## config.mk

```make
export PLATFORM = sky130hd
export DESIGN_NAME = integer_to_roman_numeral_top_flat
export DESIGN_NICKNAME = d
export VERILOG_FILES = /design/src/design/i2r_pkg.sv /design/src/design/i2r_if.sv /design/src/design/i2r_cmpsub.sv /design/src/design/integer_to_roman_numeral_top.sv /design/src/flat_wrapper.sv
export SDC_FILE = /design/constraint.sdc
export NUM_CORES = 1
export LEC_CHECK = 0
export CORE_MARGIN = 3
export CORE_UTILIZATION = 24
export CTS_CLUSTER_SIZE = 20
export DETAILED_ROUTE_END_ITERATION = 7
export DONT_BUFFER_PORTS = 1
export PLACE_DENSITY = 0.41
export SYNTH_ARGS = -nofsm -noshare
export SYNTH_HDL_FRONTEND = slang
export SYNTH_HIERARCHICAL = 1
export SYNTH_SLANG_ARGS = --single-unit
```

## constraint.sdc

```tcl
create_clock -name clk_i -period 3.6 [get_ports clk_i]
set_clock_uncertainty 0.15 [all_clocks]
set_input_delay 0 -clock clk_i [delete_from_list [all_inputs] [get_ports clk_i]]
set_output_delay 0 -clock clk_i [all_outputs]
set_load 0.02 [all_outputs]
```

## src/design/i2r_pkg.sv

```systemverilog
`default_nettype none

package i2r_pkg;

  // numeral table size and index width
  localparam int unsigned Entries = 13;
  localparam int unsigned IdxW    = 4;
  localparam int unsigned ValW    = 12;
  localparam int unsigned WgtW    = 10;
  localparam int unsigned SymW    = 7;

  localparam logic [ValW-1:0] MaxValue = 12'd3999;

  // ascii codes of the roman characters
  localparam logic [SymW-1:0] ChM = 7'h4D;
  localparam logic [SymW-1:0] ChD = 7'h44;
  localparam logic [SymW-1:0] ChC = 7'h43;
  localparam logic [SymW-1:0] ChL = 7'h4C;
  localparam logic [SymW-1:0] ChX = 7'h58;
  localparam logic [SymW-1:0] ChV = 7'h56;
  localparam logic [SymW-1:0] ChI = 7'h49;
  localparam logic [SymW-1:0] ChNone = 7'h00;

  typedef struct packed {
    logic [WgtW-1:0] weight;
    logic            pair;
    logic [SymW-1:0] ch0;
    logic [SymW-1:0] ch1;
  } entry_t;

  // result of the shared compare and subtract unit
  typedef struct packed {
    logic            ge;
    logic [ValW-1:0] diff;
  } cmpsub_t;

  // greedy descending table, subtractive pairs included
  function automatic entry_t entry_at(input logic [IdxW-1:0] idx);
    entry_t e;
    unique case (idx)
      4'd0:    e = '{weight: 10'd1000, pair: 1'b0, ch0: ChM, ch1: ChNone};
      4'd1:    e = '{weight: 10'd900,  pair: 1'b1, ch0: ChC, ch1: ChM};
      4'd2:    e = '{weight: 10'd500,  pair: 1'b0, ch0: ChD, ch1: ChNone};
      4'd3:    e = '{weight: 10'd400,  pair: 1'b1, ch0: ChC, ch1: ChD};
      4'd4:    e = '{weight: 10'd100,  pair: 1'b0, ch0: ChC, ch1: ChNone};
      4'd5:    e = '{weight: 10'd90,   pair: 1'b1, ch0: ChX, ch1: ChC};
      4'd6:    e = '{weight: 10'd50,   pair: 1'b0, ch0: ChL, ch1: ChNone};
      4'd7:    e = '{weight: 10'd40,   pair: 1'b1, ch0: ChX, ch1: ChL};
      4'd8:    e = '{weight: 10'd10,   pair: 1'b0, ch0: ChX, ch1: ChNone};
      4'd9:    e = '{weight: 10'd9,    pair: 1'b1, ch0: ChI, ch1: ChX};
      4'd10:   e = '{weight: 10'd5,    pair: 1'b0, ch0: ChV, ch1: ChNone};
      4'd11:   e = '{weight: 10'd4,    pair: 1'b1, ch0: ChI, ch1: ChV};
      default: e = '{weight: 10'd1,    pair: 1'b0, ch0: ChI, ch1: ChNone};
    endcase
    return e;
  endfunction

endpackage

`default_nettype wire

```

## src/design/i2r_if.sv

```systemverilog
`default_nettype none

// input word channel
interface i2r_in_if;
  import i2r_pkg::*;
  logic            valid;
  logic            ready;
  logic [ValW-1:0] value;

  modport source (output valid, output value, input ready);
  modport sink   (input valid, input value, output ready);
endinterface

// output word channel, one character per word
interface i2r_out_if;
  import i2r_pkg::*;
  logic            valid;
  logic            ready;
  logic [SymW-1:0] symbol;
  logic            last;
  logic            error;

  modport source (output valid, output symbol, output last, output error, input ready);
  modport sink   (input valid, input symbol, input last, input error, output ready);
endinterface

`default_nettype wire

```

## src/design/i2r_cmpsub.sv

```systemverilog
`default_nettype none

module i2r_cmpsub import i2r_pkg::*; (
  input  logic [ValW-1:0] rem_i,
  input  logic [WgtW-1:0] weight_i,
  output cmpsub_t         res_o
);

  logic [ValW:0] diff;

  // one subtract gives both the compare and the new remainder
  assign diff       = {1'b0, rem_i} - {{(ValW+1-WgtW){1'b0}}, weight_i};
  assign res_o.ge   = ~diff[ValW];
  assign res_o.diff = diff[ValW-1:0];

endmodule

`default_nettype wire

```

## src/design/integer_to_roman_numeral_top.sv

```systemverilog
`default_nettype none

// channel | dir | words                | payload
// in_i    | in  | one value per word   | value[11:0]
// out_o   | out | one char per word    | symbol[6:0], last, error
//
// a value is taken from idle, then the sequencer walks the table in descending order,
// skipping entries above the remainder and issuing characters; no new value is taken
// until the last character is issued; a single shared compare/subtract unit serves all steps
// out-of-range values (0 or above 3999) give one error word the cycle after they are taken
// reset clears the sequencer and the output register; no state spans items
// a stalled output word holds and the sequencer waits until it is taken

module integer_to_roman_numeral_top import i2r_pkg::*; (
  input  wire logic  clk_i,
  input  wire logic  rst_ni,
  i2r_in_if.sink     in_i,
  i2r_out_if.source  out_o
);

  typedef enum logic {
    ST_IDLE,
    ST_RUN
  } state_e;

  state_e          state_q, state_d;
  logic [ValW-1:0] rem_q, rem_d;
  logic [IdxW-1:0] idx_q, idx_d;
  logic            pend_q, pend_d;
  logic            out_valid_q, out_valid_d;
  logic [SymW-1:0] sym_q, sym_d;
  logic            last_q, last_d;
  logic            err_q, err_d;

  entry_t  cur;
  cmpsub_t cs;
  logic    out_free;
  logic    in_fire;
  logic    bad_value;

  assign cur = entry_at(idx_q);

  // shared compare/subtract unit
  i2r_cmpsub u_cmpsub (
    .rem_i    (rem_q),
    .weight_i (cur.weight),
    .res_o    (cs)
  );

  assign out_free  = ~out_valid_q | out_o.ready;
  assign in_i.ready = (state_q == ST_IDLE) & out_free;
  assign in_fire   = in_i.valid & in_i.ready;
  assign bad_value = (in_i.value == '0) || (in_i.value > MaxValue);

  // sequencer next state
  always_comb begin
    state_d     = state_q;
    rem_d       = rem_q;
    idx_d       = idx_q;
    pend_d      = pend_q;
    out_valid_d = out_valid_q & ~out_o.ready;
    sym_d       = sym_q;
    last_d      = last_q;
    err_d       = err_q;
    unique case (state_q)
      ST_IDLE: begin
        if (in_fire) begin
          if (bad_value) begin
            out_valid_d = 1'b1;
            sym_d       = ChNone;
            last_d      = 1'b1;
            err_d       = 1'b1;
          end else begin
            rem_d   = in_i.value;
            idx_d   = '0;
            pend_d  = 1'b0;
            state_d = ST_RUN;
          end
        end
      end
      ST_RUN: begin
        if (out_free) begin
          if (pend_q) begin
            // second character of a subtractive pair
            out_valid_d = 1'b1;
            sym_d       = cur.ch1;
            last_d      = (rem_q == '0);
            err_d       = 1'b0;
            pend_d      = 1'b0;
            if (rem_q == '0) begin
              state_d = ST_IDLE;
            end
          end else if (cs.ge) begin
            out_valid_d = 1'b1;
            sym_d       = cur.ch0;
            err_d       = 1'b0;
            rem_d       = cs.diff;
            if (cur.pair) begin
              pend_d = 1'b1;
              last_d = 1'b0;
            end else begin
              last_d = (cs.diff == '0);
              if (cs.diff == '0) begin
                state_d = ST_IDLE;
              end
            end
          end else begin
            idx_d = idx_q + 1'b1;
          end
        end
      end
      default: state_d = ST_IDLE;
    endcase
  end

  // state and registered outputs
  always_ff @(posedge clk_i or negedge rst_ni) begin
    if (!rst_ni) begin
      state_q     <= ST_IDLE;
      rem_q       <= '0;
      idx_q       <= '0;
      pend_q      <= 1'b0;
      out_valid_q <= 1'b0;
      sym_q       <= '0;
      last_q      <= 1'b0;
      err_q       <= 1'b0;
    end else begin
      state_q     <= state_d;
      rem_q       <= rem_d;
      idx_q       <= idx_d;
      pend_q      <= pend_d;
      out_valid_q <= out_valid_d;
      sym_q       <= sym_d;
      last_q      <= last_d;
      err_q       <= err_d;
    end
  end

  assign out_o.valid  = out_valid_q;
  assign out_o.symbol = sym_q;
  assign out_o.last   = last_q;
  assign out_o.error  = err_q;

endmodule

`default_nettype wire

```

## src/flat_wrapper.sv

```systemverilog
// flat-port wrapper written by rule: the top's interface ports become plain ports
module integer_to_roman_numeral_top_flat import i2r_pkg::*;
  (clk_i, rst_ni, in_i_valid, in_i_value, in_i_ready, out_o_valid, out_o_symbol, out_o_last, out_o_error, out_o_ready);
  i2r_in_if in_i_i ();
  i2r_out_if out_o_i ();
  input  wire logic clk_i;
  input  wire logic rst_ni;
  input wire logic [$bits(in_i_i.valid)-1:0] in_i_valid;
  input wire logic [$bits(in_i_i.value)-1:0] in_i_value;
  output wire logic [$bits(in_i_i.ready)-1:0] in_i_ready;
  output wire logic [$bits(out_o_i.valid)-1:0] out_o_valid;
  output wire logic [$bits(out_o_i.symbol)-1:0] out_o_symbol;
  output wire logic [$bits(out_o_i.last)-1:0] out_o_last;
  output wire logic [$bits(out_o_i.error)-1:0] out_o_error;
  input wire logic [$bits(out_o_i.ready)-1:0] out_o_ready;
  assign in_i_i.valid = in_i_valid;
  assign in_i_i.value = in_i_value;
  assign in_i_ready = in_i_i.ready;
  assign out_o_valid = out_o_i.valid;
  assign out_o_symbol = out_o_i.symbol;
  assign out_o_last = out_o_i.last;
  assign out_o_error = out_o_i.error;
  assign out_o_i.ready = out_o_ready;
  integer_to_roman_numeral_top u_core (.clk_i(clk_i), .rst_ni(rst_ni), .in_i(in_i_i), .out_o(out_o_i));
endmodule
```

==> flow_metrics.tcl, run 1 <==
set metrics [dict create \
    status "complete, but fails checks" \
    violations "negative hold slack" \
    cp_slowest_stage_delay_ns 0.41 \
    path_buf_inv 2 \
    syn_avg_cell_area_um2 9.33 \
    r2r-start "u_core/idx_q[0]" \
    finalNetCount 325 \
    drt_iter0_drc 97 \
    worstPathRequired_ns 3.63 \
    startpoint_type "flop" \
    hp-class "input pin to async pin" \
    relSlewSlack_pct 59.6 \
    fin_crit_ns 3.40 \
    detail_route.first_pass.iterations 4 \
    design_area_um2 3030 \
    synth_warnings 6 \
    drv_cap 0 \
    synthArstFlopShare_pct 100 \
    criticalPathCategory "flop to flop" \
    ff2ff_setup_slack_ns 0.20 \
    place_inst 402 \
    worst_pin_slew_ns 0.600 \
    via_per_inst 4.95 \
    core_um2 9820 \
    synth_ff_type "dfrtp_1" \
    placed_area_um2 2690 \
    worstSetupPathDepth 13 \
    drtAntennaViolNets 0 \
    wl_mm 6.85 \
    postSynthCellCount 261 \
    synth_edf_count 0 \
    io_pins 27 \
    drive_gt1_share_pct 27.8 \
    worst_slack_ns 0.201 \
    crit_family "adder cells" \
    grt_remaining_overflow 0 \
    finalSetupTns_ns 0 \
    die_h_um 107 \
    clock_path_buffers 2 \
    fp.dieW_um 107 \
    fin_hold_ws_ns -0.00458 \
    instances_no_fill 424 \
    grt_max_degree 28 \
    num-fill-cells 1051 \
    clkTransAtPathRegs_ns 0.11 \
    grt_use_total_pct 12.5 \
    route.detailed.drc 0 \
    synth_cell_type_count 60 \
    antenna_found_initial 0 \
    rows 36 \
    clkLatencyLatePin_ns 0.28 \
    dpl.hpwl_mm 5.13 \
    timing.fmax_mhz 294 \
    cp_slowest_cell "fa_2" \
    crit_path_max_fanout 12 \
    clock-root-buffer "clkbuf_8" \
    cp.arrival_ns 3.43 \
    wl_per_cell_um 16.2 \
    reg2reg_depth 13 \
    synth.yosys.seq_area_share_pct 27.7 \
    grt_pass1_vias 2178 \
    cts_tree "built" \
    reg2reg_to "u_core/rem_q[4]" \
    finalCritPeriodShare_pct 94.4 \
    syn-num-nets 294 \
    start_util_pct 24.8 \
    slew_violations 0 \
    rsz0062_at_grt "no" \
    clock_sinks 27 \
    cp_cell_sequence "inv_1 > ha_4 > o21a_1 > ha_1 > fa_2 > nand2b_4 > a211oi_2 > o41ai_2 > nand2_1 > nand4_1 > o31ai_4 > buf_12 > mux2_2" \
    regArea_um2 677 \
    layout_common_cells "26 x dfrtp_1, 22 x buf_4, 20 x inv_1, 16 x dlygate4sd3_1, 15 x nor2_1" \
    diodes 0 \
    final_common_cell "dfrtp_1" \
    die_area_um2 11400 \
    syn_to_final_growth_pct 24.4 \
    grt_pass1_wl_mm 11.4 \
    synth-seq-cells 27 \
    cts_htree_levels 1 \
    cts_made_buffers 3 \
    hold_violations 8 \
    gp_congestion 0.788 \
    setup_viol 0 \
    vias 2097 \
    multiInputGateArea_um2 1700 \
    cp-end-kind "flop" \
    place_ws_ns 0.0375 \
    io_buffers 0 \
    synth.cell_area_um2 2440 \
]
## worst max-delay path by stage
| stage | from | end | slack (ns) |
|---|---|---|---|
| final | u_core/idx_q[0] | u_core/rem_q[4] | 0.20 |
| after global routing | u_core/idx_q[0] | u_core/state_q | 0.01 |
| after CTS | u_core/idx_q[0] | u_core/state_q | 0.01 |
| after detailed placement | u_core/idx_q[0] | u_core/out_o.last | 0.04 |
| after global placement | u_core/idx_q[0] | u_core/out_o.last | 0.1 |
| after floorplan | u_core/idx_q[0] | u_core/out_o.last | 0.04 |
## cell usage after synthesis (all sizes together) (2+ instances only)
cell type,count,area [um2]
o211ai,5,37.5
a21oi,10,50.1
nand2b,5,31.3
inv,21,78.8
and2,2,12.5
or3,4,26.3
o21ai,12,63.8
xor2,3,26.3
xnor2,7,61.3
and3,2,12.5
a211oi,3,22.5
nor2b,6,37.5
o31ai,4,57.6
mux2i,3,30.0
o41ai,2,17.5
clkbuf,3,11.3
dfrtp,27,676
a32o,2,20.0
mux2,24,308
nand3,4,20.0
ha,16,200
a22o,2,17.5
nor3,8,40.0
nor2,18,82.6
nand2,13,48.8
a21o,3,22.5
nand4,7,50.1
o21a,4,30.0
buf,11,87.6
nor4,6,37.5
a31oi,3,18.8
o2bb2ai,3,26.3
## timing repair
| action | in CTS | in global routing |
|---|---|---|
| pin swaps | 5 | 9 |
| cloned | 0 | 0 |
| setup buffers | 0 | 1 |
| gates resized for setup | 10 | 13 |
| hold buffers | 17 | 0 |
| endpoints found under the setup margin | 1 | 8 |
| endpoints found under the hold margin | 44 | 0 |
## state kept, by name, indices dropped and copies added (netlist names)
name / flops
u_core/rem_q: 12
u_core/idx_q: 4
u_core/pend_q: 1
u_core/out_o.valid: 1
u_core/state_q: 1
u_core/out_o.symbol: 6
u_core/out_o.last: 1
u_core/out_o.error: 1
## area by class of cell
| type | instances | share of cell area, % |
|---|---|---|
| inverter | 21 | 2.60 |
| clock buffer | 3 | 1.36 |
| sequential | 27 | 22.3 |
| multi-input combinational | 199 | 55.9 |
| tap | 133 | 5.49 |
| clock inverter | 1 | 0.248 |
| timing repair buffer | 40 | 12.1 |
## metal layers
metal / vias to the layer above / routed length [um] / track usage, %
li1: 1015 / - / -
met5: - / 0 / 0
met4: 0 / 121 / 3.29
met1: 1042 / 3390 / 17.2
met2: 34 / 3090 / 19.8
met3: 6 / 247 / 2.59
## through the flow
step                utilization (%)  hold slack (ns)
global route                   30.9           0.0129
finish                         30.9         -0.00458
CTS                            30.1          0.00887
floorplan                         -           -0.446
global placement               27.4           -0.445
detailed placement             27.4           -0.445
## cells by family (layout without fill, tap and decap cells)
group                    count (synthesis)  in the layout  synth area share (%)
AND/OR/NAND/NOR                         80             80                  18.0
AO/OA/AOI/OAI                           64             64                  20.3
buffers and inverters                   35             65                  7.29
multiplexers                            27             27                  13.9
flip-flops                              27             27                  27.7
adder cells (fa/ha/maj)                 17             17                  9.04
XOR/XNOR                                10             10                  3.60
other                                    1              1                 0.154
Power of run 1 is not shown: default switching activity piles up to over one toggle a cycle in this logic, so the estimate is an artifact.
==> run 2, diff against run 1 <==
--- a/config.mk
+++ b/config.mk
@@ -5,12 +5,12 @@
 export SDC_FILE = /design/constraint.sdc
 export NUM_CORES = 1
 export LEC_CHECK = 0
+export BUFFER_PORTS_ARGS = -buffer_cell sky130_fd_sc_hd__buf_2
 export CORE_MARGIN = 3
 export CORE_UTILIZATION = 24
 export CTS_CLUSTER_SIZE = 20
 export DETAILED_ROUTE_END_ITERATION = 7
-export DONT_BUFFER_PORTS = 1
-export PLACE_DENSITY = 0.41
+export PLACE_DENSITY_LB_ADDON = 0.05
 export SYNTH_ARGS = -nofsm -noshare
 export SYNTH_HDL_FRONTEND = slang
 export SYNTH_HIERARCHICAL = 1
==> constraint.sdc (replaced) <==
create_clock -name clk_i -period 3.6 [get_ports clk_i]
set_clock_uncertainty 0.15 [all_clocks]
set_input_delay 0.72 -clock clk_i [delete_from_list [all_inputs] [get_ports clk_i]]
set_output_delay 0.72 -clock clk_i [all_outputs]
set_load 0.02 [all_outputs]
==> flow_metrics.tcl, run 2 (same netlist as run 1, synthesis figures left out) <==
set metrics [dict create \
    place_inst 425 \
    multiInputGateArea_um2 1740 \
    clock_path_buffers 2 \
    status "complete, no violations" \
    cts_made_buffers 3 \
    reg2reg_depth 15 \
    antenna_found_initial 0 \
    fin_hold_ws_ns 0.311 \
    dpl.hpwl_mm 5.47 \
    rsz0062_at_grt "yes" \
    crit_path_start "u_core/idx_q[0]" \
    instances_no_fill 440 \
    fp.dieW_um 107 \
    detail_route.first_pass.iterations 4 \
    clock-root-buffer "clkbuf_8" \
    cp_slowest_cell "o41a_1" \
    start_util_pct 24.8 \
    die_h_um 107 \
    finalCritPeriodShare_pct 98.4 \
    cp_cell_sequence "inv_2 > buf_6 > or3_1 > o21ai_1 > inv_1 > ha_4 > o21ai_4 > a21oi_2 > o21a_1 > o41a_1 > xor2_2 > nor4_2 > nand4b_1 > o41ai_4 > a31oi_1" \
    cp_slowest_stage_delay_ns 0.42 \
    grt_use_total_pct 12.7 \
    drtAntennaViolNets 0 \
    worst_slack_ns 0.0594 \
    finalNetCount 341 \
    slew_violations 0 \
    grt_pass1_vias 2083 \
    fin_crit_ns 3.54 \
    grt_pass1_wl_mm 11.4 \
    clkTransAtPathRegs_ns 0.12 \
    hold_violations 0 \
    rows 36 \
    die_area_um2 11400 \
    finalSetupTns_ns 0 \
    grt_remaining_overflow 0 \
    gp_congestion 0.805 \
    drt_iter0_drc 82 \
    criticalPathCategory "flop to flop" \
    clkLatencyLatePin_ns 0.29 \
    drv_cap 0 \
    hp-class "input pin to async pin" \
    cp-end-kind "flop" \
    via_per_inst 4.86 \
    setup_viol 0 \
    wl_mm 7.34 \
    largest_reg_flops 12 \
    place_ws_ns -0.0734 \
    syn_to_final_growth_pct 27.3 \
    drive_gt1_share_pct 39.1 \
    clock_sinks 27 \
    r2r-start "u_core/idx_q[0]" \
    worstSetupPathDepth 15 \
    cp.arrival_ns 3.56 \
    final_common_cell "buf_4" \
    diodes 0 \
    io_pins 27 \
    layout_common_cells "28 x buf_4, 26 x dfrtp_1, 25 x buf_2, 19 x inv_1, 15 x nor2_1" \
    cts_tree "built" \
    regArea_um2 677 \
    top_register "u_core/rem_q" \
    timing.fmax_mhz 282 \
    path_buf_inv 3 \
    wl_per_cell_um 16.7 \
    num-fill-cells 1060 \
    worst_pin_slew_ns 0.705 \
    core_um2 9820 \
    crit_family "compound AO/OA/AOI/OAI gates" \
    relSlewSlack_pct 53.0 \
    io_buffers 25 \
    route.detailed.drc 0 \
    grt_max_degree 28 \
    cts_htree_levels 1 \
    vias 2138 \
    worstPathRequired_ns 3.62 \
    crit_path_max_fanout 4 \
    startpoint_type "flop" \
]
## run 2: path summary, 6_finish.rpt
path / endpoint / slack [ns]
min reg2reg: u_core/out_o.symbol[6] / 0.35
max in group asynchronous: u_core/idx_q[3] / 2.49
max reg2reg: u_core/state_q / 0.06
min in group clk_i: u_core/out_o.symbol[6] / 0.35
max: u_core/state_q / 0.06
min: u_core/out_o.symbol[1] / 0.31
## run 2: final cells by class
cell class / instances / area share, %
Multi-Input combinational cell: 199 / 56.2
Sequential cell: 27 / 21.8
Timing Repair Buffer: 56 / 12.5
Tap cell: 133 / 5.37
Inverter: 21 / 2.54
Clock buffer: 3 / 1.33
Clock inverter: 1 / 0.242
## run 2: per-stage QoR
step,utilization (%),cell area [um2]
after floorplan,-,2440
after global placement,28.6,2810
after detailed placement,28.6,2810
after CTS,30.0,2950
after global routing,31.6,3100
final,31.6,3100
## run 2: timing repair
item / 4_1_cts / 5_1_grt
endpoints found under the setup margin: 2 / 9
gates resized for setup: 14 / 18
buffers inserted: 1 / 10
gates cloned: 0 / 0
hold buffers: 0 / 0
pin swaps: 8 / 16
## run 2: routing by layer
metal	track usage, %	share of wire, %	vias to the layer above
met5	0	0	-
li1	-	-	1048
met4	2.37	1.5	0
met2	21.4	46	29
met3	1.99	2.3	6
met1	17.2	50	1055
Power of run 2 is left out for the same reason.
